### src/design/tsme_pkg.sv
// shared constants and codes for the tour segment merge engine
`default_nettype none
package tsme_pkg;

  // fixed widths of result fields
  localparam int LEN_W   = 31;
  localparam int JOIN_W  = 25;
  localparam int KIND_W  = 2;
  localparam int ORI_W   = 3;
  localparam int CMD_W   = 2;
  // Q.8 distance: radicand carries 2*8 fraction bits
  localparam int RAD_FRAC = 16;

  localparam logic [LEN_W-1:0]  LEN_MAX  = {LEN_W{1'b1}};
  localparam logic [JOIN_W-1:0] JOIN_MAX = {JOIN_W{1'b1}};

  // commands
  localparam logic [CMD_W-1:0] CMD_POINT = 2'd0;
  localparam logic [CMD_W-1:0] CMD_READ  = 2'd1;
  localparam logic [CMD_W-1:0] CMD_CLEAR = 2'd2;

  // result kinds
  localparam logic [KIND_W-1:0] KIND_MERGE = 2'd0;
  localparam logic [KIND_W-1:0] KIND_DROP  = 2'd1;
  localparam logic [KIND_W-1:0] KIND_POINT = 2'd2;

  // splice orientations
  localparam logic [ORI_W-1:0] ORI_FF   = 3'd0;
  localparam logic [ORI_W-1:0] ORI_BF   = 3'd1;
  localparam logic [ORI_W-1:0] ORI_FB   = 3'd2;
  localparam logic [ORI_W-1:0] ORI_BB   = 3'd3;
  localparam logic [ORI_W-1:0] ORI_NONE = 3'd4;

endpackage
`default_nettype wire

### src/design/tsme_dist.sv
// iterative euclidean distance unit: three squares then one root bit per cycle
`default_nettype none
module tsme_dist #(
  parameter int COORD_BITS = 16
) (
  input  wire logic                        clk_i,
  input  wire logic                        rst_ni,
  input  wire logic                        start_i,
  input  wire logic [3*COORD_BITS-1:0]     a_i,
  input  wire logic [3*COORD_BITS-1:0]     b_i,
  output logic                             done_o,
  output logic [tsme_pkg::LEN_W-1:0]       dist_o
);
  import tsme_pkg::*;

  localparam int CB     = COORD_BITS;
  localparam int DW     = CB + 1;
  localparam int SQW    = 2 * DW;
  localparam int SUMW   = SQW + 2;
  localparam int RADW0  = SUMW + RAD_FRAC;
  localparam int RADW   = RADW0 + (RADW0 % 2);
  localparam int ROOTW  = RADW / 2;
  localparam int CNTW   = $clog2(ROOTW);

  typedef enum logic [2:0] {
    D_IDLE = 3'b001,
    D_SQ   = 3'b010,
    D_ROOT = 3'b100
  } dstate_e;

  dstate_e            state_q, state_d;
  logic [1:0]         step_q, step_d;
  logic [DW-1:0]      dx_q, dx_d, dy_q, dy_d, dz_q, dz_d;
  logic [SUMW-1:0]    acc_q, acc_d;
  logic [RADW-1:0]    rad_q, rad_d;
  logic [ROOTW+1:0]   rem_q, rem_d;
  logic [ROOTW-1:0]   root_q, root_d;
  logic [CNTW-1:0]    cnt_q, cnt_d;
  logic               done_q, done_d;
  logic [LEN_W-1:0]   dist_q, dist_d;

  logic [DW-1:0]      sq_sel;
  logic [SQW-1:0]     sq_val;
  logic [SUMW-1:0]    acc_sum;
  logic [ROOTW+1:0]   rem_sh, trial;
  logic               ge;

  function automatic logic [DW-1:0] abs_diff(input logic [CB-1:0] a, input logic [CB-1:0] b);
    logic [DW-1:0] d;
    d = {a[CB-1], a} - {b[CB-1], b};
    return d[DW-1] ? (~d + DW'(1)) : d;
  endfunction

  // one squarer shared over the three axes
  always_comb begin
    case (step_q)
      2'd0:    sq_sel = dx_q;
      2'd1:    sq_sel = dy_q;
      default: sq_sel = dz_q;
    endcase
    sq_val  = sq_sel * sq_sel;
    acc_sum = acc_q + SUMW'(sq_val);
  end

  // one restoring root step
  always_comb begin
    rem_sh = {rem_q[ROOTW-1:0], rad_q[RADW-1 -: 2]};
    trial  = {root_q, 2'b01};
    ge     = (rem_sh >= trial);
  end

  // sequencing
  always_comb begin
    state_d = state_q;
    step_d  = step_q;
    dx_d    = dx_q;
    dy_d    = dy_q;
    dz_d    = dz_q;
    acc_d   = acc_q;
    rad_d   = rad_q;
    rem_d   = rem_q;
    root_d  = root_q;
    cnt_d   = cnt_q;
    done_d  = 1'b0;
    dist_d  = dist_q;
    case (state_q)
      D_IDLE: begin
        if (start_i) begin
          dx_d    = abs_diff(a_i[3*CB-1:2*CB], b_i[3*CB-1:2*CB]);
          dy_d    = abs_diff(a_i[2*CB-1:CB], b_i[2*CB-1:CB]);
          dz_d    = abs_diff(a_i[CB-1:0], b_i[CB-1:0]);
          acc_d   = '0;
          step_d  = 2'd0;
          state_d = D_SQ;
        end
      end
      D_SQ: begin
        acc_d  = acc_sum;
        step_d = step_q + 2'd1;
        if (step_q == 2'd2) begin
          rad_d   = RADW'({acc_sum, {RAD_FRAC{1'b0}}});
          rem_d   = '0;
          root_d  = '0;
          cnt_d   = CNTW'(ROOTW - 1);
          state_d = D_ROOT;
        end
      end
      D_ROOT: begin
        rem_d  = ge ? (rem_sh - trial) : rem_sh;
        root_d = {root_q[ROOTW-2:0], ge};
        rad_d  = {rad_q[RADW-3:0], 2'b00};
        cnt_d  = cnt_q - CNTW'(1);
        if (cnt_q == '0) begin
          done_d  = 1'b1;
          dist_d  = LEN_W'({root_q[ROOTW-2:0], ge});
          state_d = D_IDLE;
        end
      end
      default: state_d = D_IDLE;
    endcase
  end

  always_ff @(posedge clk_i or negedge rst_ni) begin
    if (!rst_ni) begin
      state_q <= D_IDLE;
      done_q  <= 1'b0;
    end else begin
      state_q <= state_d;
      done_q  <= done_d;
    end
  end

  always_ff @(posedge clk_i) begin
    step_q <= step_d;
    dx_q   <= dx_d;
    dy_q   <= dy_d;
    dz_q   <= dz_d;
    acc_q  <= acc_d;
    rad_q  <= rad_d;
    rem_q  <= rem_d;
    root_q <= root_d;
    cnt_q  <= cnt_d;
    dist_q <= dist_d;
  end

  assign done_o = done_q;
  assign dist_o = dist_q;

endmodule
`default_nettype wire

### config.mk
export PLATFORM = sky130hd
export DESIGN_NAME = tsme_dist
export DESIGN_NICKNAME = d
export VERILOG_FILES = /design/src/design/tsme_pkg.sv /design/src/design/tsme_dist.sv
export SDC_FILE = /design/constraint.sdc
export NUM_CORES = 1
export LEC_CHECK = 0
export BUFFER_PORTS_ARGS = -buffer_cell sky130_fd_sc_hd__buf_4
export CAP_MARGIN = 20
export CORE_ASPECT_RATIO = 0.5
export CORE_MARGIN = 5
export CORE_UTILIZATION = 57
export CTS_CLUSTER_DIAMETER = 30
export DETAILED_ROUTE_END_ITERATION = 8
export HOLD_SLACK_MARGIN = 0.05
export PLACE_DENSITY_LB_ADDON = 0.1
export SYNTH_ARGS = -nofsm -noshare
export SYNTH_HDL_FRONTEND = slang
export SYNTH_SLANG_ARGS = --single-unit
### constraint.sdc
create_clock -name clk_i -period 7.4 [get_ports clk_i]
set_clock_uncertainty 0.2 [all_clocks]
set_input_delay 0.37 -clock clk_i [delete_from_list [all_inputs] [get_ports clk_i]]
set_output_delay 0.37 -clock clk_i [all_outputs]
set_load 0.03 [all_outputs]
# --- After elaboration in Yosys (flattened, before gate mapping) ---
# Index checks and enable logic that the tools add are counted.
word_totals:
  reg_bits: 228
  in_bits: 99
  out_inout_bits: 32
  wordCells: 70
classes:
  addsub: 10
  n_mul: 1
  order_cmp: 1
  n_eq_ne: 8
  mux: 23
  bitwise: 3
  n_reduce_logical: 9
ops:
  columns: ["operator", "count"]
  rows:
  - ["26-bit case mux with 2 select lines", 2]
  - ["52-bit case mux with 2 select lines", 1]
  - ["26-bit two-way mux", 3]
  - ["36-bit case mux with 2 select lines", 1]
  - ["52-bit two-way mux", 1]
  - ["17-bit by 1-bit adder with 17-bit output (second input constant)", 3]
  - ["17-bit inverter", 3]
  - ["16-bit by 16-bit subtractor with 17-bit output", 3]
  - ["16-bit two-way mux", 3]
  - ["36-bit by 34-bit adder with 36-bit output", 1]
  - ["36-bit two-way mux", 1]
  - ["17-bit by 17-bit multiplier with 34-bit output", 1]
  - ["17-bit case mux with 2 select lines", 1]
  - ["28-bit greater-or-equal comparator", 1]
  - ["26-bit subtractor", 1]
  - ["5-bit case mux with 2 select lines", 1]
  - ["3-bit two-way mux", 3]
  - ["3-bit case mux with 3 select lines", 1]
  - ["2-bit AND reduction", 4]
  - ["2-bit inequality test (second input constant)", 3]
  - ["5-bit logical NOT", 1]
  - ["5-bit two-way mux", 1]
  - ["5-bit by 1-bit subtractor with 5-bit output (second input constant)", 1]
  - ["2-bit case mux with 2 select lines", 1]
  - ["11 further kinds", 13]

# --- Depth between registers and ports, before layout ---
# Gate-level depths: netlist (run 1).
depth:
  depth_word: 6
  depth_mapped: 32
  depth_no_buf: 29

# --- Least setup slack after synthesis (run 1) ---
# Ideal clock, no wire load.
synth_timing:
  path_type: "register -> register"
  startpoint: "reg step_q[0]"
  endpoint: "reg rad_q[49] (data pin)"
  setup_time_ns: 0.268
  arrival_ns: 7.573
  required_ns: 6.932
  setup_slack_ns: -0.641
  stages_incl_launch_ff: 32
  path_cell_list: "edfxtp_1 -> inv_1 -> ha_1 -> clkbuf_1 -> nor2_1 -> clkbuf_1 -> clkbuf_1 -> a21oi_1 -> clkinv_1 -> nand2_1 -> inv_1 -> ha_1 -> xor2_1 -> fa_1 -> fa_1 -> inv_1 -> fa_1 -> fa_1 -> inv_1 -> fa_1 -> inv_1 -> ha_1 -> clkbuf_1 -> nand3_1 -> or2_2 -> o221a_2 -> a211o_1 -> o21bai_1 -> a311oi_1 -> o21ai_1 -> xnor2_1 -> o21ai_0"
synth_between:
  elab_chain_cells: 6
  word_cells_on_any_way: 7
  classes_between: "1 x add/sub; 1 x mul; 1 x eq/ne; 3 x mux; 1 x reduce/logical"
synth_lines:
  columns: ["element", "line_no", "text"]
  rows:
  - ["start, declared", "tsme_dist.sv:32", "logic [1:0] step_q, step_d;"]
  - ["start signal, assigned", "tsme_dist.sv:134", "step_q <= step_d;"]
  - ["2-bit by 1-bit == test with 1-bit output / 2-bit logical NOT (equally long branches)", "tsme_dist.sv:56", "case (step_q)"]
  - ["17-bit case mux with 2 select lines (*)", "tsme_dist.sv:56", null]
  - ["17-bit by 17-bit multiplier with 34-bit output (*)", "tsme_dist.sv:61", "sq_val = sq_sel * sq_sel;"]
  - ["36-bit by 34-bit adder with 36-bit output (*)", "tsme_dist.sv:62", "acc_sum = acc_q + SUMW'(sq_val);"]
  - ["52-bit two-way mux (*)", "tsme_dist.sv:100", "if (step_q == 2'd2) begin"]
  - ["52-bit case mux with 2 select lines (*)", "tsme_dist.sv:86", "case (state_q)"]
  - ["net rad_d[49]", "tsme_dist.sv:35", "logic [RADW-1:0] rad_q, rad_d;"]
  - ["end signal, assigned", "tsme_dist.sv:139", "rad_q <= rad_d;"]
  - ["end, declared", "tsme_dist.sv:35", null]
# Mark *: on every way through the listed nets, which the timed path passes. The rest lies on a longest branch. The select of a mux whose other input is x is not followed.
# A chain may end at the register's enable or synchronous reset.

# --- Worst setup path in the final report (run 1) ---
layout_timing:
  startpoint: "reg step_q[1]"
  endpoint: "reg rad_q[49] (data pin)"
# The elaborated chain is that of the path after synthesis.

==> results.yml, run 1 <==
run_status:
  outcome: "finished, final reports clean"
global_routing:
  grt_max_degree: 67
  gr-total-overflow: 0
  grt.total_usage_pct: 24.39
  grt_pass1_vias: 16432
  grt_most_used_layer: "met2"
  antenna_found_initial: 2
  grt_use_met3_pct: 4.273
  met2_usage_pct: 40.45
  met1_usage_pct: 34.07
  grt_first_pass_wirelength_um: 83340
timing:
  min_period_ns: 7.328
  fmax_ghz: 0.1365
  tightest_slew_ns: 1.038
  period_share_pct: 99.03
  slew_viol_final: 0
  rsz0062_at_grt: "yes"
  final.setup.worst_slack_ns: 0.07161
  finalHoldViolations: 0
  setup_viol: 0
  relSlewSlack_pct: 30.80
  finalSetupTns_ns: 0
worst_hold_path:
  hold_class: "in2async"
routing:
  vias: 16535
  dr.pass1.iters: 5
  routed_via_density: 5.341
  drc: 0
  drt-initial-drc-count: 996
  wl_per_cell_um: 17.19
  ant_nets: 0
  drt-total-wl_um: 53210
critical_path:
  ff2ff_setup_slack_ns: 0.07
  max_stage_delay_ns: 0.56
  slowest_stage: "fa_1"
  cp_max_fo: 8
  crit_required_ns: 7.50
  path_delay_family: "adder cells"
  critPathBufInv: 10
  crit_path_start: "step_q[1]"
  cp.arrival_ns: 7.43
  crit_path_end_kind: "flip-flop"
  reg2reg_depth: 30
  rr_endpoint: "rad_q[49]"
  r2r-start: "step_q[1]"
  critical_path_class: "reg2reg"
  startpoint_type: "flip-flop"
clock_network:
  cts_made_buffers: 31
  clockBufferDepth: 3
  path_clk_slew_ns: 0.06
  insertion_delay_ns: 0.58
  cts_tree: "yes"
  cts_root_buffer: "clkbuf_16"
  cts_htree_levels: 1
  cts.sinks: 212
floorplan:
  coreArea_um2: 37540
  pin_count: 131
  fp.dieArea_um2: 42440
  chipHeight_um: 148.2
  rows: 50
  die_x_um: 286.4
  initial_core_util_pct: 58.00
layout:
  layout_commonest_cell: "inv_1"
  fin_nets: 3097
  mostFrequentLayoutCells: "inv_1 (445), buf_4 (280), fa_1 (211)"
  area_growth_pct: 23.31
  final_layout_size_suffix_gt1_share_pct: 22.53
  utilization_pct: 71.52
synthesis:
  synth_edf_count: 208
  synth_area_um2: 21770
  syn_area_per_cell_um2: 9.565
  yosysSeqAreaShare_pct: 29.16
  synthFlopType: "edfxtp_1"
  synthArstFlopShare_pct: 1.887
  postSynthCellCount: 2276
  ys_types: 77
  synth_seq_cells: 212
  synth_warnings: 0
job:
  drv_cap: 0
placed_design:
  dpl.hpwl_um: 41050
  gp_congestion: 0.9252
  port_buffers: 125
  place_ws_ns: -0.3840
[worst max-delay path by stage]
| stage | endpoint | depth (start not counted) |
|---|---|---|
| after global routing | rad_q[51] | 30 |
| after CTS | rad_q[48] | 29 |
| after floorplan | rad_q[49] | 30 |
| after detailed placement | rad_q[51] | 28 |
| after global placement | rad_q[51] | 29 |
| final | rad_q[49] | 30 |
[state kept, by name, indices dropped and copies added (netlist names)]
register / count
done_o: 1
state_q: 3
root_q: 26
dz_q: 17
dy_q: 17
step_q: 2
dx_q: 17
rem_q: 26
dist_o: 26
cnt_q: 5
rad_q: 36
acc_q: 36
[routing by layer]
layer	wire length [µm]	part of all wire (%)	vias to the layer above
met5	0	0	-
met4	1232	2.3	0
met3	3354	6.3	86
met2	25150	47	412
met1	23470	44	8029
li1	-	-	8008
[through the flow]
stage               std cells  hold WS, ns  area [µm²]
floorplan                2280      -0.1256       21960
global placement         2982     -0.02409       24380
detailed placement       2982     -0.02403       24380
CTS                      3061      0.06417       26000
global route             3096      0.07636       26840
finish                   3096      0.09250       26840
[what timing repair did]
item / CTS / global route
resized for setup: 78 / 155
gates cloned: 2 / 2
endpoints found under the hold margin: 7 / 0
buffers inserted: 14 / 31
endpoints found under the setup margin: 32 / 33
hold buffers: 5 / 0
pin swaps: 33 / 120
[cell usage after synthesis, drive strengths merged, types with 8 or more instances]
master  number  area (µm²)
inv        485        1821
fa         227        4544
nor2       223       837.1
edfxtp     208        6246
ha         195        2440
nand2      182       683.2
a21oi      102       510.5
xnor2       96       840.8
o21ai       92       464.2
clkbuf      54       205.2
xor2        50       437.9
a21o        44       330.3
mux2i       26       260.3
nand3       24       120.1
nor3        18       90.09
a22o        17       148.9
o21bai      17       127.6
nand2b      16       100.1
and2        13       81.33
a211oi      12       95.09
and3        12       75.07
nor2b       12       75.07
nand4       11       68.82
o21a        11       82.58
a31oi       10       62.56
o31ai        9       72.57
or3          9       61.31
buf          8       52.55
[cells by family after synthesis]
family	count (synthesis)	synth area share, %
AO/OA/AOI/OAI	372	11.04
buffers and inverters	552	9.633
adder cells (fa/ha/maj)	422	32.08
other	1	0.01723
AND/OR/NAND/NOR	543	10.90
flip-flops	212	29.16
XOR/XNOR	146	5.874
multiplexers	28	1.299
[cell type report]
class / instances / area (µm²)
diodes: 1 / 2.502
inverters: 490 / 1866
clock inverters: 26 / 287.8
fillers: 2788 / 10690
well taps: 494 / 618.1
clock buffers: 32 / 779.5
multi-input cells: 1516 / 14190
flip-flops and latches: 212 / 6347
repair buffers: 325 / 2756
Power of run 1 is left out: the tool's default activity adds up to more than one toggle a clock period on the data nets, which glitch-free logic cannot reach.
==> run 2, diff against run 1 <==
Settings changed: CELL_PAD_IN_SITES_DETAIL_PLACEMENT set to 1, CELL_PAD_IN_SITES_GLOBAL_PLACEMENT set to 2, CORE_UTILIZATION 57 to 37, HOLD_SLACK_MARGIN 0.05 to 0.1.
==> run 2 against run 1 <==
Global-route usage fell by 5.1 points; first-iteration DRC count shrank 29%; critical endpoint unchanged; die area increased by 51%; count of clock-buffer cells in the layout is 12 higher; critical path depth rose by 2.
==> results.yml, run 2 (same netlist as run 1, synthesis figures left out) <==
critical_path:
  ff2ff_setup_slack_ns: 0.07
  cp_max_fo: 8
  cp.arrival_ns: 7.40
  crit_path_end_kind: "flip-flop"
  reg2reg_depth: 32
  crit_required_ns: 7.47
  crit_path_frequent_cell: "inv_2"
  slowest_stage: "fa_1"
  startpoint_type: "flip-flop"
  max_stage_delay_ns: 0.55
  critical_path_class: "reg2reg"
layout:
  mostFrequentLayoutCells: "inv_1 (452), buf_4 (343), nor2_1 (208), edfxtp_1 (208), fa_1 (206)"
  area_growth_pct: 26.48
  fin_nets: 3152
  layout_top_registers: "acc_q x36, rad_q x36"
  n_antenna_cell: 0
  final_layout_size_suffix_gt1_share_pct: 23.62
  layout_commonest_cell: "inv_1"
  utilization_pct: 47.64
  postLayoutCellArea_um2: 27540
routing:
  drc: 0
  routed_via_density: 4.854
  dr.pass1.iters: 5
  drt-total-wl_um: 62150
  drt-initial-drc-count: 711
  ant_nets: 0
  wl_per_cell_um: 18.11
  vias: 16654
clock_network:
  cts_htree_levels: 2
  path_clk_slew_ns: 0.05
  clockBufferDepth: 3
  cts_root_buffer: "clkbuf_16"
  insertion_delay_ns: 0.55
  cts_made_buffers: 40
  cts.sinks: 212
  cts_tree: "yes"
worst_hold_path:
  hold_depth: 3
  hold_class: "in2reg"
timing:
  tightest_slew_ns: 0.9411
  final.setup.worst_slack_ns: 0.07052
  period_share_pct: 99.05
  setup_viol: 0
  min_period_ns: 7.329
  finalHoldViolations: 0
  rsz0062_at_grt: "yes"
  fmax_ghz: 0.1364
  slew_viol_final: 0
  relSlewSlack_pct: 36.98
placed_design:
  gp_congestion: 0.8502
  place_ws_ns: -0.5094
  port_buffers: 125
  dpl-instance-area_um2: 25060
  dpl.hpwl_um: 50280
global_routing:
  grt.total_usage_pct: 19.28
  grt_first_pass_wirelength_um: 98930
  antenna_found_initial: 1
  grt_pass1_vias: 18121
  gr-total-overflow: 0
  grt_max_degree: 67
floorplan:
  pin_count: 131
  coreArea_um2: 57790
  initial_core_util_pct: 37.67
  rows: 62
  fp.dieArea_um2: 64080
  chipHeight_um: 181.5
  die_x_um: 353.0
run_status:
  outcome: "finished, final reports clean"
job:
  drv_cap: 0
-- run 2: changes by cell type in the layout (fill, tap and decap cells not counted), moves of 5 or more --
| cell | change |
|---|---|
| buf_12 | -5 |
| buf_4 | +63 |
| clkbuf_16 | +7 |
| fa_1 | -5 |
| fa_2 | +5 |
| inv_1 | +7 |
| inv_2 | -7 |
| inv_6 | +7 |
| o21ai_0 | +5 |
-- run 2: path summary, 6_finish.rpt --
| path | from | endpoint |
|---|---|---|
| worst max-delay path | step_q[0] | rad_q[49] |
| worst min-delay path | b_i[16] | dy_q[0] |
| worst max register to register | step_q[0] | rad_q[49] |
| worst min register to register | root_q[13] | dist_o[14] |
| max in group asynchronous | rst_ni | state_q[0] |
| min in group asynchronous | rst_ni | done_o |
-- run 2: critical path: cells and delay by family (launching register included) --
family / cells / cell delay [ns]
fa+ha+maj: 8 / 3.40
buf+inv: 12 / 1.09
xor+xnor: 1 / 0.16
simple gates: 2 / 0.10
flops: 1 / 0.43
compound gates: 9 / 1.68
-- run 2: per-layer routing --
| layer | part of all wire, % | vias to the layer above | track usage [%] |
|---|---|---|---|
| met2 | 48 | 192 | 32.95 |
| met3 | 3.1 | 50 | 2.767 |
| li1 | - | 8098 | - |
| met5 | 0 | - | 0 |
| met1 | 48 | 8314 | 26.84 |
| met4 | 1.1 | 0 | 2.697 |
-- run 2: layout make-up --
class	instances	area, µm²
fill	6543	30260
multi-input combinational	1516	14140
sequential	212	6347
timing repair buffer	371	2919
inverter	490	1864
clock buffer	44	1016
tap	768	960.9
clock inverter	30	286.5
-- run 2: timing repair --
item                       CTS  global route
resized for setup          120            73
hold buffers                 5             0
pin swaps                   93            59
setup endpoints to repair   31            29
hold endpoints to repair     8             0
buffers inserted            22            25
-- run 2: stage by stage --
stage	hold slack, ns	std cells	TNS (ns)
finish	0.1667	3431	0
global route	0.1648	3431	-2.506
CTS	0.1370	3404	0
detailed placement	-0.02050	3306	-9.518
global placement	-0.02133	3306	-6.264
floorplan	-0.1256	2280	-0.02073
Power of run 2 is left out for the same reason.
